File: src/design/kdar_pkg.sv
package kdar_pkg;

	typedef enum logic [2:0] {
		PH_IDLE        = 3'd0,
		PH_PRESS_CHK   = 3'd1,
		PH_HOLD        = 3'd2,
		PH_REPEAT      = 3'd3,
		PH_REL_HOLD    = 3'd4,
		PH_REL_REPEAT  = 3'd5
	} phase_t;

	typedef enum logic [1:0] {
		EV_NONE    = 2'd0,
		EV_PRESS   = 2'd1,
		EV_REPEAT  = 2'd2,
		EV_RELEASE = 2'd3
	} key_event_t;

	localparam int unsigned CFG_IDX_W = 2;
	localparam int unsigned CFG_DATA_W = 16;

	localparam logic [CFG_IDX_W-1:0] REG_DEBOUNCE = 2'd0;
	localparam logic [CFG_IDX_W-1:0] REG_HOLD     = 2'd1;
	localparam logic [CFG_IDX_W-1:0] REG_REPEAT   = 2'd2;

	localparam logic [7:0]  DEBOUNCE_RESET = 8'd10;
	localparam logic [15:0] HOLD_RESET     = 16'd500;
	localparam logic [15:0] REPEAT_RESET   = 16'd1;

	typedef struct packed {
		logic [7:0]  debounce_ticks;
		logic [15:0] hold_ticks;
		logic [15:0] repeat_ticks;
	} cfg_t;

	typedef struct packed {
		logic [7:0] key_flags;
		key_event_t key_event;
		logic       beep_request;
	} result_t;

endpackage

File: src/design/kdar_core.sv
module kdar_core
	import kdar_pkg::*;
(
	input  logic       clk,
	input  logic       arst_n,
	input  logic       step,
	input  logic [7:0] key_levels,
	input  logic       beep_allowed,
	input  cfg_t       cfg,
	output result_t    result
);

	phase_t      phase_q, phase_d;
	logic [15:0] wait_q, wait_d;
	logic [7:0]  latched_q, latched_d;

	logic [7:0]  pressed;
	logic        any_down;
	logic        expire;
	logic [15:0] debounce_load;
	logic [15:0] hold_load;
	logic [15:0] repeat_load;
	logic [15:0] wait_dec;
	key_event_t  event_d;
	logic        beep_d;

	assign pressed  = ~key_levels;
	assign any_down = |pressed;
	assign expire   = (wait_q <= 16'd1);
	assign wait_dec = expire ? 16'd0 : (wait_q - 16'd1);

	assign debounce_load = (cfg.debounce_ticks == 8'd0) ? 16'd1 : {8'd0, cfg.debounce_ticks};
	assign hold_load     = (cfg.hold_ticks == 16'd0) ? 16'd1 : cfg.hold_ticks;
	assign repeat_load   = (cfg.repeat_ticks == 16'd0) ? 16'd1 : cfg.repeat_ticks;

	always_comb begin
		phase_d   = phase_q;
		wait_d    = wait_q;
		latched_d = latched_q;
		case (phase_q)
			PH_PRESS_CHK: begin
				wait_d = wait_dec;
				if (expire) begin
					if (any_down) begin
						latched_d = latched_q | pressed;
						phase_d   = PH_HOLD;
						wait_d    = hold_load;
					end else begin
						phase_d = PH_IDLE;
					end
				end
			end
			PH_HOLD, PH_REPEAT: begin
				if (any_down) begin
					wait_d = wait_dec;
					if (expire) begin
						latched_d = latched_q | pressed;
						phase_d   = PH_REPEAT;
						wait_d    = repeat_load;
					end
				end else begin
					phase_d = (phase_q == PH_HOLD) ? PH_REL_HOLD : PH_REL_REPEAT;
					wait_d  = debounce_load;
				end
			end
			PH_REL_HOLD, PH_REL_REPEAT: begin
				wait_d = wait_dec;
				if (expire) begin
					if (!any_down) begin
						latched_d = 8'd0;
						phase_d   = PH_IDLE;
					end else if (phase_q == PH_REL_HOLD) begin
						phase_d = PH_HOLD;
						wait_d  = hold_load;
					end else begin
						phase_d = PH_REPEAT;
						wait_d  = repeat_load;
					end
				end
			end
			default: begin
				phase_d = PH_IDLE;
				if (any_down) begin
					phase_d = PH_PRESS_CHK;
					wait_d  = debounce_load;
				end
			end
		endcase
	end

	always_comb begin
		event_d = EV_NONE;
		beep_d  = 1'b0;
		case (phase_q)
			PH_PRESS_CHK: begin
				if (expire && any_down) begin
					event_d = EV_PRESS;
					beep_d  = beep_allowed;
				end
			end
			PH_HOLD, PH_REPEAT: begin
				if (any_down && expire) begin
					event_d = EV_REPEAT;
					beep_d  = beep_allowed;
				end
			end
			PH_REL_HOLD, PH_REL_REPEAT: begin
				if (expire && !any_down) begin
					event_d = EV_RELEASE;
				end
			end
			default: begin
				event_d = EV_NONE;
			end
		endcase
	end

	assign result.key_flags    = latched_d;
	assign result.key_event    = event_d;
	assign result.beep_request = beep_d;

	always_ff @(posedge clk or negedge arst_n) begin
		if (!arst_n) begin
			phase_q   <= PH_IDLE;
			wait_q    <= 16'd0;
			latched_q <= 8'd0;
		end else if (step) begin
			phase_q   <= phase_d;
			wait_q    <= wait_d;
			latched_q <= latched_d;
		end
	end

endmodule

File: src/design/key_debounce_auto_repeat.sv
// Eight-key debounce with auto-repeat. Each request is one tick: the eight
// active-low key levels and a beep-allowed flag; each request yields exactly
// one result with the latched key flags, the event of that tick (none, press,
// repeat, release) and a beep request. The block takes one request every
// cycle while the output is not stalled; a request passes an input register
// and then a result register before its result is presented at the output.
// The debounce, hold and repeat times count requests, not clock cycles. The
// user writes them through the cfg port (index 0 debounce, 1 hold, 2 repeat;
// other indexes are ignored) only while no request is in flight; the block
// itself does not enforce this.
module key_debounce_auto_repeat
	import kdar_pkg::*;
(
	input  logic                  clk,
	input  logic                  arst_n,
	input  logic                  in_valid,
	output logic                  in_stall,
	input  logic [7:0]            key_levels,
	input  logic                  beep_allowed,
	output logic                  out_valid,
	input  logic                  out_stall,
	output logic [7:0]            key_flags,
	output logic [1:0]            key_event,
	output logic                  beep_request,
	input  logic                  cfg_wen,
	input  logic [CFG_IDX_W-1:0]  cfg_index,
	input  logic [CFG_DATA_W-1:0] cfg_data
);

	cfg_t       cfg_q;
	logic       valid_s1;
	logic [7:0] key_levels_s1;
	logic       beep_allowed_s1;
	logic       out_valid_q;
	result_t    result_q;
	result_t    result;
	logic       out_adv;
	logic       in_take;
	logic       step;

	always_ff @(posedge clk or negedge arst_n) begin
		if (!arst_n) begin
			cfg_q.debounce_ticks <= DEBOUNCE_RESET;
			cfg_q.hold_ticks     <= HOLD_RESET;
			cfg_q.repeat_ticks   <= REPEAT_RESET;
		end else if (cfg_wen) begin
			case (cfg_index)
				REG_DEBOUNCE: cfg_q.debounce_ticks <= cfg_data[7:0];
				REG_HOLD:     cfg_q.hold_ticks     <= cfg_data;
				REG_REPEAT:   cfg_q.repeat_ticks   <= cfg_data;
				default:      cfg_q <= cfg_q;
			endcase
		end
	end

	assign out_adv  = !out_valid_q || !out_stall;
	assign step     = valid_s1 && out_adv;
	assign in_stall = valid_s1 && !out_adv;
	assign in_take  = in_valid && !in_stall;

	always_ff @(posedge clk or negedge arst_n) begin
		if (!arst_n) begin
			valid_s1 <= 1'b0;
		end else if (in_take) begin
			valid_s1 <= 1'b1;
		end else if (out_adv) begin
			valid_s1 <= 1'b0;
		end
	end

	always_ff @(posedge clk) begin
		if (in_take) begin
			key_levels_s1   <= key_levels;
			beep_allowed_s1 <= beep_allowed;
		end
	end

	kdar_core u_core (
		.clk          (clk),
		.arst_n       (arst_n),
		.step         (step),
		.key_levels   (key_levels_s1),
		.beep_allowed (beep_allowed_s1),
		.cfg          (cfg_q),
		.result       (result)
	);

	always_ff @(posedge clk or negedge arst_n) begin
		if (!arst_n) begin
			out_valid_q <= 1'b0;
		end else if (out_adv) begin
			out_valid_q <= valid_s1;
		end
	end

	always_ff @(posedge clk) begin
		if (step) begin
			result_q <= result;
		end
	end

	assign out_valid    = out_valid_q;
	assign key_flags    = result_q.key_flags;
	assign key_event    = result_q.key_event;
	assign beep_request = result_q.beep_request;

endmodule
File: config.mk
export PLATFORM = sky130hd
export DESIGN_NAME = key_debounce_auto_repeat
export DESIGN_NICKNAME = d
export VERILOG_FILES = /design/src/design/kdar_pkg.sv /design/src/design/kdar_core.sv /design/src/design/key_debounce_auto_repeat.sv
export SDC_FILE = /design/constraint.sdc
export NUM_CORES = 1
export LEC_CHECK = 0
export BUFFER_PORTS_ARGS = -buffer_cell sky130_fd_sc_hd__buf_2
export CAP_MARGIN = 20
export CORE_MARGIN = 2
export CORE_UTILIZATION = 40
export DETAILED_ROUTE_END_ITERATION = 6
export MAX_ROUTING_LAYER = met4
export PLACE_DENSITY = 0.6
export SYNTH_ARGS = -nofsm -noshare
export SYNTH_HDL_FRONTEND = slang
export SYNTH_SLANG_ARGS = --single-unit
File: constraint.sdc
create_clock -name clk -period 2.1 [get_ports clk]
set_input_delay 0.21 -clock clk [delete_from_list [all_inputs] [get_ports clk]]
set_output_delay 0.21 -clock clk [all_outputs]
set_load 0.01 [all_outputs]
# Word-level counts from Yosys, hierarchy flattened
# Index checks and enable logic that the tools add are counted.
[word_totals]
register_bits = 89
in_bits = 32
word_cells = 90
out_inout_bits = 13
[op_classes]
addsub = 1
n_bitwise = 2
n_lt_le_gt_ge = 1
muxes = 36
n_eq_ne = 10
n_reduce_logical = 27
[op_table]
columns = ["cell", "count"]
rows = [
  ["$mux 16", 11],
  ["$mux 8", 7],
  ["$pmux 16 s3", 1],
  ["$logic_not 16->1", 2],
  ["$pmux 8 s3", 1],
  ["$le 16x1->1 const B", 1],
  ["$sub 16x1->16 const B", 1],
  ["$mux 3", 5],
  ["$reduce_and 2->1", 5],
  ["$pmux 3 s3", 1],
  ["$logic_not 8->1", 1],
  ["$not 8->8", 1],
  ["$or 8x8->8", 1],
  ["$reduce_or 8->1", 1],
  ["$eq 3x2->1 const B", 2],
  ["$eq 3x3->1 const B", 2],
  ["$mux 1", 6],
  ["$mux 2", 3],
  ["$pmux 2 s3", 1],
  ["$logic_and 1x1->1", 5],
  ["$logic_not 1->1", 5],
  ["$ne 2x1->1 const B", 2],
  ["$reduce_and 4->1", 1],
  ["$reduce_bool 4->1", 1],
  ["other kinds (9)", 10],
]

# Longest topological paths before layout
# Gate-level depths: netlist of run 1.
[logic_depth]
depth_word = 7
mapped_depth = 10
mapped_depth_nobuf = 8

# Cells and area by module
# From an unflattened synthesis of run 1, not the netlist that was laid out.
[unflattened]
cells_unflattened = 422
area_unflattened_um2 = 4725.8
[modules_own_cells]
columns = ["mod", "seq_area_each_um2", "n_inst", "area_each_um2", "cells_each"]
rows = [
  ["kdar_core", 675.6, 1, 2502.4, 309],
  ["key_debounce_auto_repeat", 1662.8, 1, 2223.4, 113],
]

# Least setup slack after synthesis of run 1
# OpenSTA, ideal clock, no wires.
[synth_timing]
kind = "register to register"
from = "register u_core.wait_q[10]"
to = "register u_core.wait_q[5]"
arrival_time_ns = 1.984
period_less_slack_ns = 2.123
path_stages_with_launch = 10
path_slack_ns = -0.023
required_ns = 1.961
setup_time_ns = 0.139
path_buffers = 3
path_cell_list = "dfrtp_1 -> or4_1 -> buf_2 -> nor4_4 -> and2_1 -> buf_4 -> buf_6 -> nor2_1 -> a31oi_1 -> o221ai_1"
[synth_via]
elab_chain_cells = 5
elab_cells_between_ends = 9
cone_classes = "order compare (1); mux (8)"
[synth_lines]
columns = ["element", "line", "text"]
rows = [
  ["start, declared", "kdar_core.sv:14", "logic [15:0] wait_q, wait_d;"],
  ["start signal, assigned", "kdar_core.sv:129", "wait_q <= wait_d;"],
  ["$le 16x1->1 (*)", "kdar_core.sv:29", "assign expire = (wait_q <= 16'd1);"],
  ["$mux 16", "kdar_core.sv:30", "assign wait_dec = expire ? 16'd0 : (wait_q - 16'd1);"],
  ["$mux 16 (on tied branches)", "kdar_core.sv:69, kdar_core.sv:44, kdar_core.sv:56", ""],
  ["$mux 16 (on tied branches)", "kdar_core.sv:68, kdar_core.sv:43, kdar_core.sv:54", ""],
  ["$pmux 16 s3 (*)", "kdar_core.sv:40", "case (phase_q)"],
]
# Mark *: on every way between the ends. The rest lies on a longest branch, timed or not.
# A chain may end at the register's enable or synchronous reset.

# Worst setup path after layout of run 1
[layout_timing]
from = "register u_core.wait_q[10]"
to = "register u_core.wait_q[11]"
[layout_via]
elab_chain_cells = 5
elab_cells_between_ends = 10
cone_classes = "add/sub (1); order compare (1); mux (8)"
[layout_lines]
columns = ["element", "line"]
rows = [
  ["$sub 16x1->16 / $le 16x1->1 (equally long branches)", "kdar_core.sv:30, kdar_core.sv:29"],
  ["$mux 16", "kdar_core.sv:30"],
  ["$mux 16 (on tied branches)", "kdar_core.sv:69, kdar_core.sv:44, kdar_core.sv:56"],
  ["$mux 16 (on tied branches)", "kdar_core.sv:68, kdar_core.sv:43, kdar_core.sv:54"],
  ["$pmux 16 s3 (*)", "kdar_core.sv:40"],
]
# Marks and branches as above.

==> results of run 1 <==
[worst register-to-register path, stage by stage (launching register included)]
cell and delay [ns]:
dfrtp_1 0.39, or4_4 0.58, nor4_4 0.34, and2_4 0.23, buf_4 0.12, clkbuf_16 0.15
nand3_1 0.08, o21ai_1 0.10, a22o_1 0.15
[sequential cells by signal (all words and copies together), names as in the netlist]
name / flops
u_core.latched_q: 8
valid_s1: 1
cfg_q: 40
out_valid: 1
beep_request: 1
u_core.phase_q: 3
key_flags: 8
beep_allowed_s1: 1
key_event: 2
key_levels_s1: 8
u_core.wait_q: 16
[per-layer routing]
layer	vias up	wire [microns]	track usage [%]
met3	22	603	4.27
li1	1893	-	-
met5	-	0	-
met1	1959	5690	27.1
met4	0	279	9.43
met2	118	6160	33.6
[stage by stage]
step	utilization [%]	setup WS (ns)	cell area (sq um)	power (mW)
global placement	47.8	-0.0220	5460	5.24
CTS	50.8	-0.0715	5800	7.00
floorplan	-	0.0225	4710	4.25
global route	51.8	-0.152	5920	7.54
detailed placement	47.8	-0.0734	5460	5.29
finish	51.8	-0.106	5920	7.11
[power by group]
group	internal, mW	switching [mW]	total (mW)	leakage, nW
logic	1.41	1.52	2.93	1.35
registers	2.23	0.326	2.55	1.03
clock network	0.956	0.671	1.63	0.145
total	4.59	2.52	7.11	2.52
[what timing repair did]
action | in CTS | in global routing
resized for setup | 4 | 15
pin swaps | 0 | 9
cloned | 0 | 1
hold buffers | 1 | 0
buffers inserted | 1 | 5
endpoints found under the hold margin | 19 | 0
setup endpoints to repair | 14 | 34
[Yosys cell counts (all sizes together), types with 3 or more instances]
cell type  number  area (sq um)
buf             7          43.8
mux2           51           574
clkbuf         15          56.3
inv             8          30.0
nand2b          3          18.8
o31ai           3          22.5
o21ai          31           155
nor3           20           105
and2            3          18.8
a21oi          30           150
or4             6          45.0
nor2b           5          31.3
nor4           14           103
o221ai          3          26.3
a22oi          17           128
nand3b          3          22.5
nor2           51           191
xnor2           6          52.6
a22o            4          35.0
nand3          13          65.1
o21a            5          37.5
nand2          23          86.3
edfxtp         20           601
or3             4          25.0
dfrtp          60          1500
dfstp           9           236
nand4           4          25.0
a21o            4          30.0
a31oi           9          56.3
[layout make-up]
| type | count | area share (%) |
|---|---|---|
| clock buffers | 10 | 4.04 |
| clock inverters | 6 | 1.10 |
| inverters | 8 | 0.507 |
| multi-input cells | 336 | 39.0 |
| flip-flops and latches | 89 | 39.5 |
| well taps | 143 | 3.02 |
| repair buffers | 108 | 12.8 |
[worst max-delay path by stage]
stage	cells after the start	slack [ns]	to
4_1_cts	6	-0.07	u_core.wait_q[9]$_DFFE_PN0P_
3_5_place_dp	6	-0.07	u_core.wait_q[9]$_DFFE_PN0P_
6_report	8	-0.11	u_core.wait_q[11]$_DFFE_PN0P_
2_1_floorplan	8	0.02	u_core.wait_q[5]$_DFFE_PN0P_
5_1_grt	7	-0.15	u_core.wait_q[1]$_DFFE_PN0P_
3_3_place_gp	7	-0.02	u_core.wait_q[3]$_DFFE_PN0P_
[cell families after synthesis]
kind of cell / count (synthesis) / share of synthesized area [%]
compound gates: 114 / 15.2
simple gates: 159 / 17.5
buf+inv: 30 / 2.77
fa+ha+maj: 2 / 0.533
flops: 89 / 49.8
mux: 53 / 12.7
xor+xnor: 8 / 1.49
==> results.py, run 1 <==
metrics = {
    "route": {
        "wl_per_cell_microns": 18.2,
        "drt_iter0_markers": 336,
        "wl_microns": 12700,
        "drc": 0,
        "vias": 3992,
        "vias_per_cell": 5.70,
        "first_pass_iters": 5,
        "antenna_left": 0,
    },
    "worst_setup_path": {
        "worstSetupStartpoint": "u_core.wait_q[10]$_DFFE_PN0P_",
        "reg2reg_slack_ns": -0.11,
        "start_kind": "flip-flop",
        "path_cells": "or4_4 > nor4_4 > and2_4 > buf_4 > clkbuf_16 > nand3_1 > o21ai_1 > a22o_1",
        "critPathCaptureType": "flip-flop",
        "critPathKind": "flip-flop to flip-flop",
        "worst-r2r-cell-count": 8,
        "cp_max_fo": 11,
        "crit_slowest_cell": "or4_4",
        "critPathMaxStageDelay_ns": 0.58,
        "r2r_end": "u_core.wait_q[11]$_DFFE_PN0P_",
        "cp_top_family": "simple AND/OR/NAND/NOR gates",
        "crit_buf_inv": 2,
        "arrival_ns": 2.49,
        "cp.required_ns": 2.38,
        "rr_startpoint": "u_core.wait_q[10]$_DFFE_PN0P_",
    },
    "clocking": {
        "cts_sinks": 89,
        "cts_max_level": 3,
        "cts_tree": "done",
        "cts_buffers": 9,
        "clock_latency_ns": 0.35,
        "clk_pin_slew_worst_paths_ns": 0.06,
        "clockBufferDepth": 2,
        "cts-root-buf": "clkbuf_16",
    },
    "floorplanning": {
        "io_pins": 45,
        "die_area_sq_um": 12600,
        "die_w_microns": 112,
        "rows": 39,
        "core_area_sq_um": 11400,
        "start_util_pct": 41.1,
        "dieHeight_microns": 112,
    },
    "sta": {
        "fmax_mhz": 453,
        "timing.final.crit_share_pct": 105,
        "max_slew_margin_pct": 62.2,
        "min_period_ns": 2.21,
        "worst_pin_slew_ns": 0.565,
        "timing.hold.ws_ns": 0.0368,
        "slew_violations": 0,
        "grt_setup_unrepaired": "yes",
        "hold_viol_final": 0,
        "worst_slack_ns": -0.106,
        "finalSetupViolCount": 15,
        "clock_skew_ns": 0.00507,
        "tns_ns": -0.879,
    },
    "run_status": {
        "outcome": "complete, but fails checks",
        "failed_checks": "negative setup slack",
    },
    "final_layout": {
        "multiInputGateArea_sq_um": 2310,
        "area_growth_pct": 26.1,
        "final_common_cell": "dfrtp_1",
        "mostFrequentLayoutCells": "dfrtp_1, buf_4, mux2_2, nor2_1, buf_2",
        "nets": 586,
        "drive_gt1_share_pct": 37.0,
        "final-seq-area_sq_um": 2340,
        "final_cells": 700,
        "n_antenna_cell": 0,
        "n_fill_cell": 1073,
    },
    "grt": {
        "antenna_found_initial": 0,
        "grt_remaining_overflow": 0,
        "grt_max_degree": 50,
        "grt_use_total_pct": 21.4,
        "grt_pass1_wl_microns": 20500,
        "grt_pass1_vias": 4048,
    },
    "logic_synthesis": {
        "ys_ff_latch": 89,
        "synth_fp_nets": 489,
        "synthDistinctLibCells": 53,
        "synthFlopType": "dfrtp_1",
        "synth_cells": 455,
        "netlist_area_sq_um": 4690,
        "async_flop_share_pct": 77.5,
        "syn_area_per_cell_sq_um": 10.3,
        "synth_edf_count": 20,
        "seq_area_frac_synth_pct": 49.8,
        "synth_warnings": 0,
    },
    "min_path": {
        "hold_end": "key_levels_s1[3]$_DFFE_PP_",
        "hold_class": "primary input to flip-flop",
        "hold_depth": 1,
        "min_from": "key_levels[3]",
    },
    "placement": {
        "io_buffer_count": 44,
        "placed_cells": 676,
        "dp_hpwl_microns": 9360,
        "routabilityCongestion": 0.928,
    },
    "pwr": {
        "peakVddDrop_mv": 0.685,
        "p_per_area_nw_per_um2": 1200,
        "p_leak_nw": 2.52,
    },
    "run": {
        "drv_cap": 0,
    },
}
No activity file was read; power rests on OpenSTA's default activity.
==> run 2: changes to the inputs <==
CORE_UTILIZATION = 54   (was 40)
PLACE_DENSITY = 0.77   (was 0.6)
==> run 2 against run 1 <==
- the run still ends with negative setup slack left
- via count up 3.3%
- utilization rose by 18 points
- clock skew is 0.0061 ns higher
- cell count is 4.6% lower
- routed wire length rose by 2.5%
- sequential cell count did not move
- clock power decreased by 28%
- critical endpoint is now u_core.wait_q[7]$_DFFE_PN0P_
- highest routed layer unchanged
==> results.py, run 2 (same netlist as run 1, synthesis figures left out) <==
metrics = {
    "run_status": {
        "outcome": "complete, but fails checks",
        "failed_checks": "negative setup slack",
    },
    "route": {
        "wl_microns": 13100,
        "route.met2.wl_microns": 6620,
        "wl_per_cell_microns": 19.5,
        "vias": 4125,
        "drt_iter0_markers": 327,
        "antenna_left": 0,
        "wl_met1_microns": 5520,
        "vias_per_cell": 6.18,
        "top_layer": "met4",
        "route.met3.wl_microns": 664,
        "drc": 0,
        "first_pass_iters": 6,
    },
    "worst_setup_path": {
        "crit_slowest_cell": "or4_4",
        "critPathMaxStageDelay_ns": 0.58,
        "arrival_ns": 2.45,
        "cp.required_ns": 2.33,
        "cp_max_fo": 7,
        "critPathCaptureType": "flip-flop",
        "reg2reg_slack_ns": -0.12,
        "start_kind": "flip-flop",
        "critPathKind": "flip-flop to flip-flop",
        "worst-r2r-cell-count": 8,
        "rr_startpoint": "u_core.wait_q[9]$_DFFE_PN0P_",
        "r2r_end": "u_core.wait_q[7]$_DFFE_PN0P_",
        "path_cells": "or4_4 > nor4_4 > and2_4 > buf_12 > buf_8 > nor2_2 > a31oi_1 > o221ai_1",
        "worstSetupStartpoint": "u_core.wait_q[9]$_DFFE_PN0P_",
    },
    "clocking": {
        "cts_buffers": 9,
        "cts_max_level": 3,
        "clockBufferDepth": 2,
        "cts_tree": "done",
        "clock_latency_ns": 0.37,
        "clk_pin_slew_worst_paths_ns": 0.09,
        "cts_sinks": 89,
        "cts-root-buf": "clkbuf_8",
    },
    "final_layout": {
        "largest_reg_flops": 40,
        "mostFrequentLayoutCells": "dfrtp_1, mux2_2, buf_4, buf_2, nor2_1",
        "drive_gt1_share_pct": 40.5,
        "final-seq-area_sq_um": 2340,
        "n_fill_cell": 635,
        "final_common_cell": "dfrtp_1",
        "nets": 589,
        "multiInputGateArea_sq_um": 2440,
        "final_cells": 668,
        "n_antenna_cell": 0,
        "largestRegisters": "cfg_q x40, u_core.wait_q x16",
        "largest-register": "cfg_q",
        "area_growth_pct": 27.3,
        "post-route-cell-area_sq_um": 5980,
        "finish.utilization_pct": 69.5,
    },
    "sta": {
        "min_period_ns": 2.22,
        "clock_skew_ns": 0.0112,
        "slew_violations": 0,
        "tns_ns": -0.808,
        "hold_viol_final": 0,
        "fmax_mhz": 450,
        "timing.hold.ws_ns": 0.0116,
        "worst_slack_ns": -0.120,
        "worst_pin_slew_ns": 0.603,
        "max_slew_margin_pct": 59.8,
        "finalSetupViolCount": 17,
        "timing.final.crit_share_pct": 106,
        "grt_setup_unrepaired": "yes",
    },
    "floorplanning": {
        "io_pins": 45,
        "die_area_sq_um": 9460,
        "start_util_pct": 54.6,
        "die_w_microns": 97.2,
        "dieHeight_microns": 97.2,
        "rows": 34,
        "core_area_sq_um": 8590,
    },
    "placement": {
        "pre_cts_ws_ns": -0.0558,
        "routabilityCongestion": 0.954,
        "placed_area_sq_um": 5410,
        "io_buffer_count": 44,
        "placed_cells": 638,
        "dp_hpwl_microns": 9280,
    },
    "min_path": {
        "min_from": "key_levels[7]",
        "hold_depth": 1,
        "hold_class": "primary input to flip-flop",
        "hold_end": "key_levels_s1[7]$_DFFE_PP_",
    },
    "pwr": {
        "p_per_area_nw_per_um2": 1170,
        "peakVddDrop_mv": 0.652,
        "p_leak_nw": 2.53,
        "power_mw": 7.01,
    },
    "grt": {
        "grt_max_degree": 46,
        "grt_remaining_overflow": 0,
        "grt_pass1_wl_microns": 20600,
        "grt_use_total_pct": 28.1,
        "antenna_found_initial": 0,
        "grt_pass1_vias": 4151,
    },
    "run": {
        "drv_cap": 0,
    },
}
[run 2: critical path: cells and delay by family, from the launching register on]
kind | cells | cell delay (ns)
buf+inv | 2 | 0.24
compound gates | 2 | 0.28
simple gates | 4 | 1.16
flops | 1 | 0.39
[run 2: layout make-up]
class | count | area share (%)
inverters | 8 | 0.503
repair buffers | 111 | 13.9
multi-input cells | 336 | 40.9
clock inverters | 7 | 1.19
flip-flops and latches | 89 | 39.2
well taps | 108 | 2.26
clock buffers | 9 | 2.07
[run 2: worst max-delay path by stage]
stage | to | slack [ns] | depth (start not counted)
4_1_cts | u_core.wait_q[1]$_DFFE_PN0P_ | -0.04 | 7
3_5_place_dp | u_core.wait_q[9]$_DFFE_PN0P_ | -0.06 | 6
3_3_place_gp | u_core.wait_q[4]$_DFFE_PN0P_ | -0.01 | 6
2_1_floorplan | u_core.wait_q[5]$_DFFE_PN0P_ | 0.02 | 8
6_report | u_core.wait_q[7]$_DFFE_PN0P_ | -0.12 | 8
5_1_grt | u_core.wait_q[7]$_DFFE_PN0P_ | -0.19 | 8
[run 2: power breakdown]
group / leakage (nW) / switching, mW / internal [mW]
clock: 0.0929 / 0.635 / 0.547
combinational: 1.40 / 1.69 / 1.55
sequential: 1.03 / 0.355 / 2.22
[run 2: routing by layer]
layer | vias up | GRT usage, %
li1 | 1906 | -
met1 | 2028 | 36.1
met2 | 165 | 46.4
met3 | 26 | 4.17
met4 | 0 | 9.62
met5 | - | -
[run 2: what timing repair did]
| action | 4_1_cts | 5_1_grt |
|---|---|---|
| pin swaps | 3 | 27 |
| endpoints found under the hold margin | 23 | 3 |
| hold buffers | 1 | 3 |
| endpoints found under the setup margin | 17 | 35 |
| setup buffers | 3 | 8 |
| gates resized for setup | 13 | 57 |
